### src/hw/rtl/erq_pkg.sv
// Shared types and constants for the elevator request queue.
`default_nettype none

package erq_pkg;

  localparam int FLOOR_W = 8;
  localparam int COUNT_OUT_W = 5;

  // Item kinds
  localparam logic FUNC_REQUEST  = 1'b0;
  localparam logic FUNC_POSITION = 1'b1;

  // Configuration register indexes
  localparam logic CFG_LOWEST  = 1'b0;
  localparam logic CFG_HIGHEST = 1'b1;

  typedef logic [FLOOR_W-1:0] floor_t;

  // Control broadcast to every cell of the chain
  typedef struct packed {
    logic push;    // shift toward the tail, new floor enters at the head
    logic pop;     // shift toward the head, head drops out
    logic search;  // capture this cell's match against the key
  } cell_ctrl_t;

  typedef enum logic [1:0] {
    ST_IDLE,
    ST_SEARCH,
    ST_APPLY
  } state_t;

endpackage

`default_nettype wire

### src/hw/rtl/erq_cell.sv
// One entry of the request chain: holds a floor, shifts, and matches it.
`default_nettype none

module erq_cell (
  input  wire                  clk,
  input  erq_pkg::cell_ctrl_t  ctrl,
  input  erq_pkg::floor_t      key,
  input  wire                  live,
  input  erq_pkg::floor_t      left_floor,
  input  erq_pkg::floor_t      right_floor,
  output erq_pkg::floor_t      floor_q,
  output logic                 hit
);
  import erq_pkg::*;

  floor_t floor_r, floor_nxt;
  logic   hit_r, hit_nxt;

  always_comb begin
    floor_nxt = floor_r;
    if (ctrl.push) begin
      floor_nxt = left_floor;
    end else if (ctrl.pop) begin
      floor_nxt = right_floor;
    end
  end

  assign hit_nxt = ctrl.search ? (live && (floor_r == key)) : hit_r;

  always_ff @(posedge clk) begin
    floor_r <= floor_nxt;
    hit_r   <= hit_nxt;
  end

  assign floor_q = floor_r;
  assign hit     = hit_r;

endmodule

`default_nettype wire

### src/hw/rtl/elevator_request_queue.sv
// Top level of the elevator request queue: control, counters and the cell chain.
// Usage:
//   Input channel: drive in_func and in_floor_number and raise start while
//   busy is low; the request is taken at that clock edge. in_func selects a
//   floor request or a car position report.
//   Result channel: exactly one result per request. out_valid is high for a
//   single cycle with all out_ fields; the receiver cannot stall it, so it
//   must sample in that cycle.
//   Configuration: cfg_valid/cfg_ready with cfg_index (0 lowest floor,
//   1 highest floor) and cfg_data. cfg_ready is always high; write only while
//   the block is idle.
//   Timing: a request is captured while busy is low, then busy stays high
//   through the search of the chain and the apply step. Its result shows on
//   the cycle after the apply step. A new request can be taken in that same
//   cycle; none is taken while one is in progress, and the pace is set by
//   the registered per-cell match followed by the registered reduce-and-shift
//   step.
//   Reset: synchronous, active low. Clears the list count, the car position,
//   the limits (0 and 255) and the strobe. Floor cells are not cleared: a
//   cell is only read while it lies below the count.
`default_nettype none

module elevator_request_queue #(
  parameter int QUEUE_DEPTH = 16
) (
  input  wire                   clk,
  input  wire                   rst_n,
  // request channel
  input  wire                   start,
  output logic                  busy,
  input  wire                   in_func,
  input  erq_pkg::floor_t       in_floor_number,
  // result channel
  output logic                  out_valid,
  output logic                  out_request_taken,
  output logic                  out_open_door,
  output logic                  out_go_idle,
  output logic                  out_target_valid,
  output erq_pkg::floor_t       out_target_floor,
  output logic [4:0]            out_pending_count,
  output erq_pkg::floor_t       out_car_floor,
  // configuration
  input  wire                   cfg_valid,
  output logic                  cfg_ready,
  input  wire                   cfg_index,
  input  erq_pkg::floor_t       cfg_data
);
  import erq_pkg::*;

  localparam int CNT_W = $clog2(QUEUE_DEPTH + 1);

  // ---------------------------------------------------------------
  // Control state
  // ---------------------------------------------------------------
  state_t            state_r, state_nxt;
  logic [CNT_W-1:0]  count_r, count_nxt;
  floor_t            pos_r, pos_nxt;
  floor_t            lowest_r, lowest_nxt;
  floor_t            highest_r, highest_nxt;

  // Captured request
  logic              func_r, func_nxt;
  floor_t            key_r, key_nxt;

  // Result registers
  logic              out_valid_r, out_valid_nxt;
  logic              taken_r, taken_nxt;
  logic              door_r, door_nxt;
  logic              idle_r, idle_nxt;
  logic              tvalid_r, tvalid_nxt;
  floor_t            target_r, target_nxt;
  logic [CNT_W-1:0]  cnt_out_r, cnt_out_nxt;
  floor_t            car_r, car_nxt;

  logic              accept;
  logic              apply;
  logic              searching;
  floor_t            clamped;
  cell_ctrl_t        ctrl;

  // Chain
  floor_t            cell_floor [QUEUE_DEPTH];
  logic [QUEUE_DEPTH-1:0] cell_hit;
  logic [QUEUE_DEPTH-1:0] cell_live;

  logic              dup;
  logic              full;
  logic              empty;
  logic              at_head;
  logic              push;
  logic              pop;

  logic [CNT_W+4:0]  cnt_ext;

  assign cfg_ready = 1'b1;
  assign accept    = start && !busy;

  // Clamp down to the top limit, then up to the bottom limit (bottom wins
  // when the limits are inverted).
  always_comb begin
    clamped = in_floor_number;
    if (clamped > highest_r) begin
      clamped = highest_r;
    end
    if (clamped < lowest_r) begin
      clamped = lowest_r;
    end
  end

  // ---------------------------------------------------------------
  // State machine: next state
  // ---------------------------------------------------------------
  always_comb begin
    state_nxt = state_r;
    case (state_r)
      ST_IDLE: begin
        if (accept) begin
          state_nxt = ST_SEARCH;
        end
      end
      ST_SEARCH: state_nxt = ST_APPLY;
      ST_APPLY:  state_nxt = ST_IDLE;
      default:   state_nxt = ST_IDLE;
    endcase
  end

  // State machine: outputs
  always_comb begin
    busy      = 1'b1;
    searching = 1'b0;
    apply     = 1'b0;
    case (state_r)
      ST_IDLE:   busy      = 1'b0;
      ST_SEARCH: searching = 1'b1;
      ST_APPLY:  apply     = 1'b1;
      default:   busy      = 1'b1;
    endcase
  end

  // ---------------------------------------------------------------
  // Apply step: reduce the registered matches and decide the shift
  // ---------------------------------------------------------------
  assign dup     = |cell_hit;
  assign full    = (count_r == CNT_W'(QUEUE_DEPTH));
  assign empty   = (count_r == '0);
  assign at_head = (cell_floor[0] == key_r);

  assign push = apply && (func_r == FUNC_REQUEST) && !full && !dup;
  assign pop  = apply && (func_r == FUNC_POSITION) && !empty && at_head;

  assign ctrl.push   = push;
  assign ctrl.pop    = pop;
  assign ctrl.search = searching;

  always_comb begin
    func_nxt    = func_r;
    key_nxt     = key_r;
    lowest_nxt  = lowest_r;
    highest_nxt = highest_r;
    count_nxt   = count_r;
    pos_nxt     = pos_r;

    // Capture the request; requests are clamped on the way in
    if (accept) begin
      func_nxt = in_func;
      key_nxt  = (in_func == FUNC_REQUEST) ? clamped : in_floor_number;
    end

    if (cfg_valid && cfg_ready) begin
      case (cfg_index)
        CFG_LOWEST:  lowest_nxt  = cfg_data;
        CFG_HIGHEST: highest_nxt = cfg_data;
        default:     lowest_nxt  = lowest_r;
      endcase
    end

    if (push) begin
      count_nxt = count_r + CNT_W'(1);
    end else if (pop) begin
      count_nxt = count_r - CNT_W'(1);
    end

    if (apply && (func_r == FUNC_POSITION)) begin
      pos_nxt = key_r;
    end
  end

  // Result: fill in during the apply step, strobe on the next cycle
  always_comb begin
    out_valid_nxt = apply;
    taken_nxt     = taken_r;
    door_nxt      = door_r;
    idle_nxt      = idle_r;
    tvalid_nxt    = tvalid_r;
    target_nxt    = target_r;
    cnt_out_nxt   = cnt_out_r;
    car_nxt       = car_r;
    if (apply) begin
      taken_nxt   = push;
      door_nxt    = pop;
      idle_nxt    = (func_r == FUNC_POSITION) && empty;
      tvalid_nxt  = (func_r == FUNC_POSITION) && !empty && !at_head;
      target_nxt  = ((func_r == FUNC_POSITION) && !empty && !at_head) ?
                    cell_floor[0] : '0;
      cnt_out_nxt = count_nxt;
      car_nxt     = pos_nxt;
    end
  end

  always_ff @(posedge clk) begin
    if (!rst_n) begin
      state_r     <= ST_IDLE;
      count_r     <= '0;
      pos_r       <= '0;
      lowest_r    <= '0;
      highest_r   <= '1;
      out_valid_r <= 1'b0;
    end else begin
      state_r     <= state_nxt;
      count_r     <= count_nxt;
      pos_r       <= pos_nxt;
      lowest_r    <= lowest_nxt;
      highest_r   <= highest_nxt;
      out_valid_r <= out_valid_nxt;
    end
  end

  always_ff @(posedge clk) begin
    func_r    <= func_nxt;
    key_r     <= key_nxt;
    taken_r   <= taken_nxt;
    door_r    <= door_nxt;
    idle_r    <= idle_nxt;
    tvalid_r  <= tvalid_nxt;
    target_r  <= target_nxt;
    cnt_out_r <= cnt_out_nxt;
    car_r     <= car_nxt;
  end

  // ---------------------------------------------------------------
  // Cell chain: head at index 0, new floors enter there and push the
  // rest toward the tail; a pop pulls every cell one step toward the head.
  // ---------------------------------------------------------------
  for (genvar i = 0; i < QUEUE_DEPTH; i++) begin : g_cell
    floor_t left_floor;
    floor_t right_floor;

    if (i == 0) begin : g_head
      assign left_floor = key_r;
    end else begin : g_body
      assign left_floor = cell_floor[i-1];
    end

    if (i == QUEUE_DEPTH - 1) begin : g_tail
      assign right_floor = cell_floor[i];
    end else begin : g_inner
      assign right_floor = cell_floor[i+1];
    end

    // Only cells below the count hold listed floors
    assign cell_live[i] = (count_r > CNT_W'(i));

    erq_cell u_cell (
      .clk         (clk),
      .ctrl        (ctrl),
      .key         (key_r),
      .live        (cell_live[i]),
      .left_floor  (left_floor),
      .right_floor (right_floor),
      .floor_q     (cell_floor[i]),
      .hit         (cell_hit[i])
    );
  end

  // ---------------------------------------------------------------
  // Result ports
  // ---------------------------------------------------------------
  assign cnt_ext = {5'b0, cnt_out_r};

  assign out_valid         = out_valid_r;
  assign out_request_taken = taken_r;
  assign out_open_door     = door_r;
  assign out_go_idle       = idle_r;
  assign out_target_valid  = tvalid_r;
  assign out_target_floor  = target_r;
  assign out_pending_count = cnt_ext[4:0];
  assign out_car_floor     = car_r;

endmodule

`default_nettype wire
### config.mk
export PLATFORM = sky130hd
export DESIGN_NAME = elevator_request_queue
export DESIGN_NICKNAME = d
export VERILOG_FILES = /design/src/hw/rtl/erq_pkg.sv /design/src/hw/rtl/erq_cell.sv /design/src/hw/rtl/elevator_request_queue.sv
export SDC_FILE = /design/constraint.sdc
export NUM_CORES = 1
export LEC_CHECK = 0
export CAP_MARGIN = 40
export CORE_MARGIN = 2
export CORE_UTILIZATION = 34
export CTS_BUF_LIST = sky130_fd_sc_hd__clkbuf_8
export CTS_CLUSTER_DIAMETER = 80
export DETAILED_ROUTE_END_ITERATION = 8
export DONT_BUFFER_PORTS = 1
export PLACE_DENSITY_LB_ADDON = 0.3
export SETUP_SLACK_MARGIN = 0.02
export SYNTH_ARGS = -nofsm -noshare
export SYNTH_HDL_FRONTEND = slang
export SYNTH_SLANG_ARGS = --single-unit
### constraint.sdc
create_clock -name clk -period 8.25 [get_ports clk]
set_input_delay 0.825 -clock clk [delete_from_list [all_inputs] [get_ports clk]]
set_output_delay 0.825 -clock clk [all_outputs]
set_load 0.1 [all_outputs]
==> results of run 1 <==
-- synthesized netlist by cell type (11+ instances only) --
cell | instances | area (µm²)
edfxtp_1 | 178 | 5350
xnor2_1 | 102 | 893
mux2_2 | 99 | 1110
nand2_1 | 40 | 150
dfxtp_1 | 32 | 641
inv_1 | 32 | 120
nand4_1 | 29 | 181
xor2_1 | 29 | 254
and2_1 | 26 | 163
mux2_1 | 25 | 282
ha_1 | 20 | 250
clkbuf_1 | 17 | 63.8
nor3_1 | 13 | 65.1
o211ai_1 | 12 | 90.1
nor4_1 | 11 | 68.8
o21ai_0 | 11 | 55.1
-- cell type report --
type                            count  area, µm²
Inverter                           33        129
Tap cell                          402        503
Clock buffer                       42        578
Fill cell                        2916      19100
Timing Repair Buffer               30        541
Clock inverter                     24        164
Multi-Input combinational cell    525       4390
Sequential cell                   210       5990
-- registers in the layout, indices dropped and copies added, names as in the netlist --
name / count
pos_r: 8
out_open_door: 1
out_request_taken: 1
out_target_valid: 1
g_cell.u_cell.hit: 16
g_cell.u_cell.floor_q: 128
g_cell.left_floor: 8
lowest_r: 8
out_pending_count: 5
state_r: 2
highest_r: 8
out_car_floor: 8
out_go_idle: 1
out_valid: 1
out_target_floor: 8
count_r: 5
func_r: 1
-- worst paths after layout --
kind                                  endpoint  slack [ps]  cells past startpoint
setup reg to reg       g_cell[0].left_floor[5]        4430                     14
hold reg to reg   g_cell[15].u_cell.floor_q[5]         510                      0
setup / recovery       g_cell[0].left_floor[5]        4430                     14
hold / removal                    highest_r[6]         380                      1
-- cells by family after synthesis --
| group | Yosys count | synth area share, % |
|---|---|---|
| mux | 133 | 13.8 |
| flops | 210 | 55.5 |
| simple gates | 165 | 8.75 |
| buf+inv | 80 | 3.85 |
| other cells | 1 | 0.0348 |
| xor+xnor | 131 | 10.6 |
| compound gates | 75 | 5.12 |
| fa+ha+maj | 20 | 2.32 |
-- report_power, final --
part	switching [mW]	leakage (nW)	internal [mW]	total (mW)
clock network	0.432	0.429	0.533	0.964
logic	0.144	1.79	0.0933	0.237
registers	0.0164	1.68	1.16	1.17
-- worst max-delay path, delay by kind of cell (launching register included) --
kind	cells	cell delay (ps)
and+or+nand+nor	5	1480
AOI/OAI and AO/OA	5	770
adders and majority gates	2	600
buffers and inverters	2	340
DFF	1	360
-- per-layer routing --
layer	wire length [µm]	GRT usage (%)	vias up
li1	-	-	3046
met1	12200	21.6	3223
met2	11500	23.7	129
met3	781	2.02	47
met4	606	5.00	0
met5	0	0	-
-- metrics by stage --
| step | area, µm² | worst slack (ps) | instances | power, mW | utilization (%) |
|---|---|---|---|---|---|
| 3_5_place_dp | 11500 | 4110 | 1200 | 1.43 | 36.8 |
| 3_3_place_gp | 11100 | 4130 | 1183 | 1.43 | 35.4 |
| 6_report | 12300 | 4430 | 1266 | 2.38 | 39.2 |
| 2_1_floorplan | 10800 | 3530 | 815 | 1.38 | - |
| 5_1_grt | 12300 | 4090 | 1266 | 2.47 | 39.2 |
| 4_1_cts | 12300 | 4460 | 1266 | 2.40 | 39.2 |
==> results.yml, run 1 <==
critical_path:
  startpoint: "highest_r[5]"
  cp_max_fo: 23
  cpMaxStageDelayCell: "or3_1"
  worstReg2RegStart: "highest_r[5]"
  worstPathRequired_ps: 8520
  cp_data_arrival_time_ps: 4090
  end_kind: "flip-flop"
  start_kind: "flip-flop"
  crit_type: "flip-flop to flip-flop"
  worstPathCellList: "inv_1 > ha_1 > nand4_1 > or2_2 > o21ai_1 > buf_4 > o21ai_0 > ha_1 > nand4_1 > a21oi_1 > or3_1 > o211ai_2 > or3_1 > o2111a_1"
  max_stage_delay_ps: 490
placed_design:
  portBuffers: 0
  dp_hpwl_um: 17300
  place.gp.congestion: 0.810
logic_synthesis:
  yosysWarnings: 0
  synth-seq-cells: 210
  synthCells: 815
  seq_area_frac_synth_pct: 55.5
  synthArstFlopShare_pct: 0
  syn_avg_cell_area_um2: 13.2
  synthesis.area_um2: 10800
  ys.flop_type: "edfxtp_1"
  synth.distinct_cells: 56
  synth-edff-count: 178
  syn_nets: 857
job:
  maxCapViolations: 0
route:
  via_per_inst: 5.09
  drc: 0
  ant_nets: 0
  routed_wl_um: 25100
  firstDrtPassIters: 7
  drt_iter0_markers: 436
  wl_per_cell_um: 19.8
  vias: 6445
pwr:
  p_per_area_nw_per_um2: 193
  vdd_ir_drop_max_v: 0.0000956
  cellLeakagePower_nw: 3.90
timing:
  maxSlewViolCount: 0
  rsz0062_at_grt: "false"
  worstMarginPinSlew_ps: 893
  fin_crit_ps: 3820
  fin_crit_sh_pct: 46.3
  finalSetupTns_ps: 0
  fin_hold_ws_ps: 381
  setup_viol: 0
  slew-limit-headroom_pct: 40.2
  fmax_mhz: 262
  skew_ps: 41.7
  hold_viol: 0
cells_and_area:
  syn_to_final_growth_pct: 14.0
  fin_nets: 880
  antennaDiodeCount: 0
  final_cell_mix: "178 x edfxtp_1, 102 x xnor2_1, 99 x mux2_2, 46 x inv_1, 42 x clkbuf_8"
  final_common_cell: "edfxtp_1"
  drive_above_1_share_pct: 22.3
grt:
  grt_usage_pct: 15.1
  overflow: 0
  antenna_found_initial: 0
  grt_pass1_vias: 6515
  grt_max_degree: 66
  grt_pass1_wl_um: 38900
clocking:
  htreeDepth: 2
  cts_root_buffer: "clkbuf_8"
  clk_pin_slew_ps: 60
  clk_latency_ps: 540
  cts_resized: 0
  cts_buffer_depth: 3
  clock-sinks: 210
  cts_tree: "yes"
  postCtsHoldBufs: 0
  cts_buffers: 38
  postCtsSetupRepairBufs: 0
min_path:
  hold_path.class: "input port to flip-flop"
  hp-start: "rst_n"
floorplanning:
  num_rows: 65
  coreArea_um2: 31400
  pin_count: 50
  dieWidth_um: 182
  die_y_um: 182
  die_area_um2: 33200
  initial_core_util_pct: 34.4
status:
  outcome: "complete, no violations"
(Power assumes the default switching activity.)
==> run 2, diff against run 1 <==
- clock period: 8.25 -> 3.82 ns (I/O delays scaled with it)
==> run 2 against run 1 <==
  * Clock power rose by 93%
  * Critical path type unchanged
  * Die area stayed put
  * Design area increased by 1.4%
  * Critical path depth up 2
  * Via count increased by 0.11%
  * Power increased by 110%
  * Sequential power is 120% higher
  * Highest routed layer unchanged
  * Hold slack lost 330 ps
  * Clock skew down 17 ps
==> results.yml, run 2 (synthesized netlist as in run 1, its figures left out) <==
status:
  outcome: "complete, no violations"
grt:
  grt_max_degree: 43
  antenna_found_initial: 1
  grt_pass1_vias: 6636
  overflow: 0
  grt_usage_pct: 15.3
  grt_pass1_wl_um: 39400
job:
  maxCapViolations: 0
route:
  ant_nets: 0
  drt_iter0_markers: 408
  vias: 6452
  firstDrtPassIters: 4
  drc: 0
  routed_wl_um: 25300
  wl_per_cell_um: 19.7
  via_per_inst: 5.02
placed_design:
  place_ws_ps: 176
  portBuffers: 0
  place.gp.congestion: 0.838
  dp_hpwl_um: 17400
clocking:
  cts_root_buffer: "clkbuf_8"
  cts_buffers: 37
  cts_buffer_depth: 3
  clk_pin_slew_ps: 60
  clk_latency_ps: 530
  clock-sinks: 210
  htreeDepth: 2
  cts_tree: "yes"
critical_path:
  worstReg2RegStart: "highest_r[7]"
  setup.worst_path.end: "g_cell[0].left_floor[1]"
  startpoint: "highest_r[7]"
  max_stage_delay_ps: 410
  cp_data_arrival_time_ps: 3920
  crit_top_cell: "ha_1"
  end_kind: "flip-flop"
  crit_type: "flip-flop to flip-flop"
  worstPathCellList: "inv_1 > ha_1 > nand4_1 > or2_2 > o21ai_2 > buf_12 > nand2_1 > o21ai_0 > ha_1 > a211oi_1 > nor2_1 > nand3b_1 > buf_4 > a311o_2 > a41oi_1 > o211a_1"
  cpMaxStageDelayCell: "a311o_2"
  worstRegToRegCells: 16
  cp_max_fo: 14
  start_kind: "flip-flop"
  rr_endpoint: "g_cell[0].left_floor[1]"
  ff2ff_setup_slack_ps: 270
  worstPathRequired_ps: 4190
cells_and_area:
  largest_register_ffs: 128
  drive_above_1_share_pct: 23.2
  syn_to_final_growth_pct: 15.6
  final_cell_mix: "178 x edfxtp_1, 102 x xnor2_1, 99 x mux2_2, 45 x inv_1, 40 x clkbuf_8"
  fin_nets: 901
  antennaDiodeCount: 0
  final_common_cell: "edfxtp_1"
pwr:
  power_frac_comb_pct: 11.2
  pwr-share-seq_pct: 51.2
  power.switching_mw: 1.27
  p_per_area_nw_per_um2: 397
  cellLeakagePower_nw: 3.96
  p_clk_share_pct: 37.6
  vdd_ir_drop_max_v: 0.000193
  p_sw_share_pct: 25.6
  p_int_mw: 3.69
  power_mw: 4.95
timing:
  finalWorstSetupSlack_ps: 271
  slew-limit-headroom_pct: 40.5
  hold_viol: 0
  rsz0062_at_grt: "false"
  worstMarginPinSlew_ps: 894
  maxSlewViolCount: 0
  skew_ps: 25.1
  fin_crit_ps: 3550
  fin_hold_ws_ps: 47.5
  setup_viol: 0
  fin_crit_sh_pct: 92.9
  finalSetupTns_ps: 0
  fmax_mhz: 282
floorplanning:
  num_rows: 65
  coreArea_um2: 31400
  pin_count: 50
  initial_core_util_pct: 34.4
  die_area_um2: 33200
  die_y_um: 182
  dieWidth_um: 182
min_path:
  hold_path.class: "input port to flip-flop"
[run 2: cell types whose count changed in the layout (fill, tap and decap cells not counted), sizes merged]
cell,delta
buf,+11
bufinv,-2
clkbuf,-2
clkinv,+4
clkinvlp,+1
dlygate4sd3,+11
inv,-3
[run 2: power by group through the flow]
stage          sequential (mW)  combinational [mW]  clock (mW)
2_1_floorplan             2.59               0.381           0
3_3_place_gp              2.60               0.499           0
3_5_place_dp              2.58               0.530           0
4_1_cts                   2.54               0.549        1.92
5_1_grt                   2.54               0.603        2.02
6_report                  2.54               0.556        1.86
[run 2: critical path: cells and delay by family (launching register included)]
| family | cells | cell delay [ps] |
|---|---|---|
| AOI/OAI and AO/OA | 6 | 1230 |
| DFF | 1 | 330 |
| adders and majority gates | 2 | 600 |
| and+or+nand+nor | 5 | 810 |
| buffers and inverters | 3 | 420 |
[run 2: worst min-delay path by stage]
stage | endpoint | slack, ps | startpoint | cells after the start
floorplan | g_cell[15].u_cell.floor_q[0] | 460 | g_cell[14].u_cell.floor_q[0] | 0
detailed placement | highest_r[4] | 480 | rst_n | 1
finish | lowest_r[0] | 50 | cfg_data[0] | 2
CTS | lowest_r[4] | 10 | cfg_data[4] | 2
global route | lowest_r[0] | 20 | cfg_data[0] | 2
global placement | highest_r[4] | 480 | rst_n | 1
[run 2: final cells by class]
| class | count | area (µm²) |
|---|---|---|
| multi-input cells | 525 | 4410 |
| clock inverters | 24 | 103 |
| repair buffers | 52 | 781 |
| well taps | 402 | 503 |
| inverters | 33 | 129 |
| clock buffers | 40 | 551 |
| fillers | 2971 | 18900 |
| flip-flops and latches | 210 | 5990 |
[run 2: repair_timing]
item                                    4_1_cts  5_1_grt
resized for setup                             0        7
hold buffers                                 11        0
buffers inserted                              0        0
endpoints found under the hold margin        33        0
endpoints found under the setup margin        0        7
[run 2: per-layer routing]
metal / vias up / GRT usage (%) / wire (µm)
met5: - / 0 / 0
met4: 0 / 4.42 / 495
met3: 35 / 2.16 / 852
met2: 114 / 23.4 / 11300
met1: 3214 / 22.4 / 12700
li1: 3089 / - / -
[run 2: through the flow]
step,utilization (%),cells,area [µm²]
6_report,39.7,1286,12500
5_1_grt,39.7,1286,12500
4_1_cts,39.6,1285,12400
3_5_place_dp,37.2,1210,11700
3_3_place_gp,35.8,1192,11200
2_1_floorplan,-,815,10800
